**config.mk**
```make
export PLATFORM = sky130hd
export DESIGN_NAME = pfd_ctrl
export DESIGN_NICKNAME = d
export VERILOG_FILES = /design/src/sv/pfd_pkg.sv /design/src/sv/pfd_ctrl.sv
export SDC_FILE = /design/constraint.sdc
export NUM_CORES = 1
export LEC_CHECK = 0
export BUFFER_PORTS_ARGS = -buffer_cell sky130_fd_sc_hd__clkbuf_2
export CAP_MARGIN = 0
export CORE_AREA = 2 2 39 41
export CTS_CLUSTER_SIZE = 28
export DETAILED_ROUTE_END_ITERATION = 8
export DIE_AREA = 0 0 41 43
export PLACE_DENSITY_LB_ADDON = 0.1
export SLEW_MARGIN = 20
export SYNTH_ARGS = -nofsm -noshare
export SYNTH_HDL_FRONTEND = slang
export SYNTH_SLANG_ARGS = --single-unit
```
**constraint.sdc**
```tcl
create_clock -name clock -period 3.89 [get_ports clock]
set_clock_uncertainty 0.05 [all_clocks]
set_input_delay 0.389 -clock clock [delete_from_list [all_inputs] [get_ports clock]]
set_output_delay 0.389 -clock clock [all_outputs]
set_load 0.02 [all_outputs]
```
**src/sv/pfd_pkg.sv**
```systemverilog
package pfd_pkg;

   // register indexes on the configuration port
   localparam logic [2:0] CSR_PROP_GAIN    = 3'd0;
   localparam logic [2:0] CSR_INTEG_GAIN   = 3'd1;
   localparam logic [2:0] CSR_DERIV_GAIN   = 3'd2;
   localparam logic [2:0] CSR_DERIV_CUTOFF = 3'd3;
   localparam logic [2:0] CSR_WINDUP_LIMIT = 3'd4;

   // arithmetic constants
   localparam int ProdW = 68;   // 34 x 34 signed product
   localparam int SumW  = 50;   // P + I + D before saturation
   localparam int NumW  = 64;   // divider dividend / quotient
   localparam int DenW  = 48;   // divider divisor
   localparam logic [DenW-1:0] UsPerS  = 48'd1000000;
   localparam logic [DenW-1:0] RcScale = 48'd10430378350;   // 2^16 * 1e6 / (2 pi)
   localparam logic [31:0]     RecipUs = 32'd2251799813;    // floor(2^51 / 1e6)

   typedef enum logic [4:0] {
      OP_NONE,
      OP_MUL_P,
      OP_MUL_EDT,
      OP_MUL_I,
      OP_MUL_RAW,
      OP_MUL_N,
      OP_MUL_F,
      OP_MUL_D,
      OP_MUL_REC,
      OP_MUL_QC,
      OP_ADD_TERM,
      OP_MAG_I,
      OP_DIV_RAW,
      OP_DIV_A,
      OP_ACC,
      OP_RAW,
      OP_ALPHA,
      OP_FILT,
      OP_FINISH
   } op_type;

   typedef struct packed {
      logic   load;
      op_type op;
   } cmd_type;

   typedef struct packed {
      logic skip;
      logic div_done;
   } sts_type;

endpackage

```
**src/sv/pfd_ctrl.sv**
```systemverilog
module pfd_ctrl
   import pfd_pkg::*;
(
   input  logic    clock,
   input  logic    reset,
   input  logic    req_valid,
   output logic    req_stall,
   output logic    rsp_valid,
   input  logic    rsp_stall,
   input  sts_type sts,
   output cmd_type cmd
);

   typedef enum logic [4:0] {
      S_IDLE, S_CHECK,
      S_MUL_P, S_ADD_P,
      S_MUL_EDT, S_MAG_I, S_MUL_REC, S_MUL_QC, S_ACC, S_MUL_I, S_ADD_I,
      S_MUL_RAW, S_DIV_RAW, S_WAIT_RAW, S_RAW,
      S_MUL_N, S_DIV_A, S_WAIT_A, S_ALPHA,
      S_MUL_F, S_FILT, S_MUL_D, S_ADD_D,
      S_FINISH
   } state_type;

   state_type state_ff, state_in;
   logic      rsp_valid_ff, rsp_valid_in;
   logic      out_free;
   op_type    op;

   assign out_free  = !rsp_valid_ff || !rsp_stall;
   assign req_stall = (state_ff != S_IDLE);

   // command for the datapath from the current state
   always_comb begin
      case (state_ff)
         S_MUL_P:   op = OP_MUL_P;
         S_ADD_P:   op = OP_ADD_TERM;
         S_MUL_EDT: op = OP_MUL_EDT;
         S_MAG_I:   op = OP_MAG_I;
         S_MUL_REC: op = OP_MUL_REC;
         S_MUL_QC:  op = OP_MUL_QC;
         S_ACC:     op = OP_ACC;
         S_MUL_I:   op = OP_MUL_I;
         S_ADD_I:   op = OP_ADD_TERM;
         S_MUL_RAW: op = OP_MUL_RAW;
         S_DIV_RAW: op = OP_DIV_RAW;
         S_RAW:     op = OP_RAW;
         S_MUL_N:   op = OP_MUL_N;
         S_DIV_A:   op = OP_DIV_A;
         S_ALPHA:   op = OP_ALPHA;
         S_MUL_F:   op = OP_MUL_F;
         S_FILT:    op = OP_FILT;
         S_MUL_D:   op = OP_MUL_D;
         S_ADD_D:   op = OP_ADD_TERM;
         S_FINISH:  op = out_free ? OP_FINISH : OP_NONE;
         default:   op = OP_NONE;
      endcase
   end

   assign cmd.op   = op;
   assign cmd.load = (state_ff == S_IDLE) && req_valid;

   // sequence the step
   always_comb begin
      state_in     = state_ff;
      rsp_valid_in = rsp_valid_ff && rsp_stall;
      case (state_ff)
         S_IDLE:     if (req_valid) state_in = S_CHECK;
         S_CHECK:    state_in = sts.skip ? S_FINISH : S_MUL_P;
         S_MUL_P:    state_in = S_ADD_P;
         S_ADD_P:    state_in = S_MUL_EDT;
         S_MUL_EDT:  state_in = S_MAG_I;
         S_MAG_I:    state_in = S_MUL_REC;
         S_MUL_REC:  state_in = S_MUL_QC;
         S_MUL_QC:   state_in = S_ACC;
         S_ACC:      state_in = S_MUL_I;
         S_MUL_I:    state_in = S_ADD_I;
         S_ADD_I:    state_in = S_MUL_RAW;
         S_MUL_RAW:  state_in = S_DIV_RAW;
         S_DIV_RAW:  state_in = S_WAIT_RAW;
         S_WAIT_RAW: if (sts.div_done) state_in = S_RAW;
         S_RAW:      state_in = S_MUL_N;
         S_MUL_N:    state_in = S_DIV_A;
         S_DIV_A:    state_in = S_WAIT_A;
         S_WAIT_A:   if (sts.div_done) state_in = S_ALPHA;
         S_ALPHA:    state_in = S_MUL_F;
         S_MUL_F:    state_in = S_FILT;
         S_FILT:     state_in = S_MUL_D;
         S_MUL_D:    state_in = S_ADD_D;
         S_ADD_D:    state_in = S_FINISH;
         S_FINISH: begin
            if (out_free) begin
               state_in     = S_IDLE;
               rsp_valid_in = 1'b1;
            end
         end
         default:    state_in = S_IDLE;
      endcase
   end

   always_ff @(posedge clock) begin
      if (reset) begin
         state_ff     <= S_IDLE;
         rsp_valid_ff <= 1'b0;
      end else begin
         state_ff     <= state_in;
         rsp_valid_ff <= rsp_valid_in;
      end
   end

   assign rsp_valid = rsp_valid_ff;

endmodule

```
# After elaboration in Yosys (flattened, before gate mapping)
# Cells that the tools add are included.
[totals] ff_bits=6 out_inout_bits=8 word_cells=48
[classes] eq_ne=27 n_mux=10 reduce_logical=9
[op_table] op="$pmux 5 s24" n=1
[op_table] op="$pmux 5 s18" n=1
[op_table] op="$eq 5x4->1 const B" n=8
[op_table] op="$eq 5x5->1 const B" n=8
[op_table] op="$mux 5" n=6
[op_table] op="$eq 5x3->1 const B" n=4
[op_table] op="$eq 5x2->1 const B" n=2
[op_table] op="$ne 2x2->1 const B" n=4
[op_table] op="$eq 5x1->1 const B" n=1
[op_table] op="$logic_not 5->1" n=1
[op_table] op="$reduce_bool 5->1" n=1
[op_table] op="$reduce_and 4->1" n=1
[op_table] op="$reduce_or 3->1" n=1
[op_table] op="$logic_and 1x1->1" n=2
[op_table] op="$logic_not 1->1" n=2
[op_table] op="$mux 1" n=2
[op_table] op="$logic_or 1x1->1" n=1

# Logic depth before layout (Yosys ltp)
# Gate-level depths: netlist of run 1.
[logic_depth] ltp_word=4 depth_mapped=5 depth_no_buf=4

# Worst setup path before layout of run 1
# Ideal clock, no wire load.
[synth_timing] path_type="register -> output" startpoint="reg state_ff[1]" endpoint="out cmd[4] in the netlist's numbering" arrival_ps=1415 t_required_ps=3451 setup_slack_ps=2036 path_stages_with_launch=4 n_path_buf=1 cell_sequence="dfxtp_1 -> clkbuf_1 -> nand3_1 -> a311oi_1"
[synth_lines] item="from (decl)" line="pfd_ctrl.sv:24" rtl="state_type state_ff, state_in;"
[synth_lines] item="from (signal assigned)" line="pfd_ctrl.sv:105" rtl="state_ff <= state_in;"
[synth_lines] item="to (decl)" line="pfd_ctrl.sv:11" rtl="output cmd_type cmd"

==> impl_metrics.yaml, run 1 <==
run_status:
  status: "complete, no violations"
power_and_ir_drop:
  p_sw_mw: 0.1102
  peakVddDrop_mv: 0.3050
  sw_frac_of_total_pct: 41.83
  p_comb_share_pct: 43.1
  p_per_area_nw_per_um2: 401.7
  p_leak_nw: 0.2562
  power.share.sequential_pct: 36.3
  clkPwrFrac_pct: 20.7
  internal-power_mw: 0.1532
critical_path:
  start_kind: "flip-flop"
  end_kind: "primary output"
  cp.depth: 5
  path_buf_inv: 1
  criticalPathCategory: "reg -> out"
  critPathSlowestCell: "dfxtp_1"
  worstPathCellList: "nand2b_1 -> o22a_1 -> o22ai_1 -> a31o_1 -> clkbuf_2"
  r2r_cells: 4
  crit_fanout: 14
  critPathRequiredTime_ps: 3450
  crit_arrival_ps: 1770
  critPathMaxStageDelay_ps: 660
  cpLargestDelayFamily: "flip-flops"
finish:
  fin_nets: 97
  area_delta_synth_final_pct: 10.32
  stdcell_area_um2: 655.6
  nFillCells: 151
  instances_no_fill: 105
  antenna_cells: 0
  drive_above_1_share_pct: 26.97
floorplan:
  rows: 14
  dieHeight_um: 43
  ioPinCount: 14
  die-area_um2: 1763
  coreArea_um2: 1384
  initial_core_util_pct: 42.95
  die_w_um: 41
cts:
  hold_buffers: 0
  post_cts_buffers: 0
  cts-htree-levels: 1
  clock-root-buffer: "clkbuf_4"
  cts_tree: "yes"
  clock_insertion_delay_worst_skew_ps: 240
  post_cts_resized: 0
  cts_buffer_depth: 2
  clkSinkCount: 6
  path_clk_slew_ps: 40
  numCtsBuffers: 3
drt:
  vias: 624
  avgViaCountPerCell: 5.943
  route.detailed.drc: 0
  avgRoutedWirePerCell_um: 12.87
  ant_nets: 0
  wirelength_um: 1351
  drt-initial-drc-count: 11
  firstDrtPassIters: 5
place:
  pre_cts_ws_ps: 1956
  port_buffers: 13
  dpl_cell_area_um2: 633.1
  dp.cells: 102
  dp_hpwl_um: 978.8
  place.gp.congestion: 0.8016
logic_synthesis:
  synth_area_um2: 594.3
  syn-instance-count: 79
  synth_ff_type: "dfxtp_1"
  synth-seq-cells: 6
  yosys.area.top_type: "dfxtp_1"
  synthTopCellsByCount: "nor2_1, nand2_1, dfxtp_1"
  ys_top_cells_by_area: "dfxtp_1, nor2_1, nand2_1, a21oi_1, buf_6"
  synth.avg_cell_area_um2: 7.523
  ys_seq_area_share_pct: 20.21
  synth-edff-count: 0
  async_flop_share_pct: 0
  yosysWarnings: 0
  syn_nets: 85
  synth_most_common_cell: "nor2_1"
  synth_top_area_share_pct: 20.21
  synth_cell_types: 44
timing:
  relSlewSlack_pct: 62.37
  setup_viol: 0
  clock.fmax_mhz: 452.0
  layout_min_cycle_time_ps: 2212
  rsz0062_at_grt: "no"
  finalMaxSlewViolations: 0
  hold_viol_final: 0
  hold-worst-slack_ps: 336.9
  fin_crit_sh_pct: 56.87
  worst_pin_slew_ps: 563.6
  tns_ps: 0
  setup_ws_ps: 1678
grt:
  antenna_found_initial: 0
  grt_pass1_vias: 512
  grt_pass1_wl_um: 2297
  grt.total_usage_pct: 18.98
  grt_overflow_total: 0
  grt_max_degree: 19
run:
  maxCapViolations: 0
hold_path:
  holdCritPathClass: "in -> reg"
  worstHoldPathCells: 2
-- power groups by stage --
stage | logic [mW] | clock network (mW) | registers, mW
2_1_floorplan | 0.111 | 0 | 0.0756
3_3_place_gp | 0.114 | 0 | 0.0959
3_5_place_dp | 0.114 | 0 | 0.0954
4_1_cts | 0.114 | 0.0581 | 0.0945
5_1_grt | 0.126 | 0.0647 | 0.0986
6_report | 0.113 | 0.0544 | 0.0955
-- layer usage --
metal / vias up / GRT usage, % / wire length (um)
li1: 314 / - / -
met1: 290 / 27.97 / 644
met2: 20 / 25.31 / 644
met3: 0 / 3.141 / 62
met4: 0 / 10.00 / 0
met5: - / 0 / 0
-- worst paths after layout --
check / startpoint / slack [ps] / endpoint
max: state_ff[4] / 1680 / cmd[1]
min: reset / 340 / state_ff[1]
max reg2reg: state_ff[4] / 2130 / state_ff[0]
min reg2reg: rsp_valid / 600 / rsp_valid
-- area by class of cell --
cell class,instances,area [um2],area share (%)
clock buffers,3,22.52,3.435
multi-input cells,65,420.4,64.12
inverters,2,7.507,1.145
flip-flops and latches,6,120.1,18.32
repair buffers,13,65.06,9.924
well taps,16,20.02,3.053
-- state kept, by name, summed over array words and instances, names as in the netlist --
| register | flops |
|---|---|
| rsp_valid | 1 |
| state_ff | 5 |
-- cell usage in the layout, fill, tap and decap left out, drive strengths merged, types with 2 or more instances in the layout --
cell,instances
o22ai,2
inv,2
clkbuf,16
nor2b,2
nand2b,4
nand2,8
nor2,9
nor3,4
o2bb2ai,2
dfxtp,6
o21ai,4
mux2i,2
nand3,2
a211oi,2
a21oi,5
-- cell families (layout without fill, tap and decap cells) --
family                    Yosys count  in the layout  share of synthesized area (%)
and+or+nand+nor                    37             37                          35.16
muxes                               2              2                          3.369
buffers and inverters               8             18                          9.052
DFF                                 6              6                          20.21
xor gates and xnor gates            1              1                          1.474
AOI/OAI and AO/OA                  25             25                          30.74
-- metrics by stage --
step | utilization [%] | power [mW]
floorplan | - | 0.1862
global placement | 45.75 | 0.2095
detailed placement | 45.75 | 0.2089
CTS | 47.38 | 0.2667
global route | 47.38 | 0.2891
finish | 47.38 | 0.2634
Note: power is estimated with default switching activity, not from simulation.
==> run 2: changes to the inputs <==
Clock period 3.89 ns to 1.85 ns, I/O delays scaled along.
==> impl_metrics.yaml, run 2 (same netlist as run 1, synthesis figures left out) <==
run_status:
  status: "complete, no violations"
timing:
  fin_crit_sh_pct: 93.15
  hold-worst-slack_ps: 142.8
  worst_pin_slew_ps: 311.3
  clock.fmax_mhz: 580.3
  rsz0062_at_grt: "no"
  finalMaxSlewViolations: 0
  layout_min_cycle_time_ps: 1723
  hold_viol_final: 0
  relSlewSlack_pct: 79.09
  setup_viol: 0
  tns_ps: 0
grt:
  grt_pass1_vias: 540
  grt.total_usage_pct: 19.20
  antenna_found_initial: 0
  grt_overflow_total: 0
  grt_pass1_wl_um: 2346
  grt_max_degree: 15
finish:
  largest-register: "state_ff"
  final_common_cell: "clkbuf_2"
  antenna_cells: 0
  final_cell_mix: "clkbuf_2, nor2_1, nand2_1, a21oi_1, buf_4"
  area_delta_synth_final_pct: 18.11
  drive_above_1_share_pct: 36.17
  fin_nets: 102
  instances_no_fill: 110
  nFillCells: 146
  largest_register_ffs: 5
place:
  port_buffers: 13
  place.gp.congestion: 0.8910
  dp_hpwl_um: 1028
  dp.cells: 107
run:
  maxCapViolations: 0
floorplan:
  die-area_um2: 1763
  dieHeight_um: 43
  rows: 14
  die_w_um: 41
  ioPinCount: 14
  coreArea_um2: 1384
  initial_core_util_pct: 42.95
power_and_ir_drop:
  power_mw: 0.5772
  p_leak_nw: 0.2834
  p_per_area_nw_per_um2: 822.4
  peakVddDrop_mv: 0.4572
cts:
  clkSinkCount: 6
  post_cts_buffers: 0
  path_clk_slew_ps: 40
  clock-root-buffer: "clkbuf_4"
  numCtsBuffers: 3
  cts_buffer_depth: 2
  cts-htree-levels: 1
  cts_tree: "yes"
  clock_insertion_delay_worst_skew_ps: 230
drt:
  drt-initial-drc-count: 26
  vias: 661
  firstDrtPassIters: 4
  avgViaCountPerCell: 6.009
  avgRoutedWirePerCell_um: 12.60
  wirelength_um: 1386
  route.detailed.drc: 0
  ant_nets: 0
critical_path:
  crit_start: "state_ff[1]"
  critPathSlowestCell: "dfxtp_2"
  worstReg2RegStart: "state_ff[4]"
  r2r_cells: 5
  critPathMaxStageDelay_ps: 430
  critPathRequiredTime_ps: 1620
  worstPathCellList: "nor2b_1 -> a21oi_1 -> o22ai_1 -> a31o_1 -> clkbuf_2"
  start_kind: "flip-flop"
  criticalPathCategory: "reg -> out"
  end_kind: "primary output"
  crit_arrival_ps: 1490
  crit_fanout: 12
hold_path:
  worstHoldPathCells: 2
  hold_start: "reset"
  holdCritPathClass: "in -> reg"
[run 2: cell types whose count changed in the layout (fill, tap and decap cells not counted)]
cell	before	now
buf_4	0	5
dfxtp_1	6	1
dfxtp_2	0	4
dfxtp_4	0	1
[run 2: worst paths after layout]
| path | endpoint | slack [ps] |
|---|---|---|
| setup reg to reg | state_ff[0] | 230 |
| hold reg to reg | state_ff[4] | 570 |
| hold / removal | state_ff[1] | 140 |
| setup / recovery | cmd[1] | 130 |
[run 2: worst max-delay path: cells and delay by family, from the launching register on]
kind / cells / cell delay, ps
DFF: 1 / 430
and+or+nand+nor: 1 / 240
buffers and inverters: 1 / 170
AOI/OAI and AO/OA: 3 / 420
[run 2: stage by stage]
step	utilization, %	worst slack [ps]	cell area (um2)
after floorplan	-	199.7	594.3
after global routing	50.72	12.53	701.9
after CTS	50.18	16.02	694.4
final	50.72	126.7	701.9
after detailed placement	48.46	187.1	670.6
after global placement	48.46	165.8	670.6
[run 2: report_power, final]
| part | total (mW) | switching [mW] | internal [mW] |
|---|---|---|---|
| sequential | 0.189 | 0.0416 | 0.147 |
| clock | 0.111 | 0.0383 | 0.0728 |
| combinational | 0.277 | 0.156 | 0.122 |
[run 2: repair_timing]
action,in CTS,in global routing
setup endpoints to repair,2,7
hold buffers,0,0
resized for setup,1,5
[run 2: final cells by class]
cell class	instances	area, um2	share of cell area (%)
timing repair buffer	18	102.6	14.62
multi-input combinational	65	420.4	59.89
clock buffer	3	22.52	3.209
tap	16	20.02	2.852
inverter	2	7.507	1.070
sequential	6	128.9	18.36
[run 2: metal layers]
metal / track usage, % / routed length, um
met4: 9.333 / 0
met2: 26.56 / 654
met3: 2.618 / 79
met1: 28.06 / 652
met5: 0 / 0
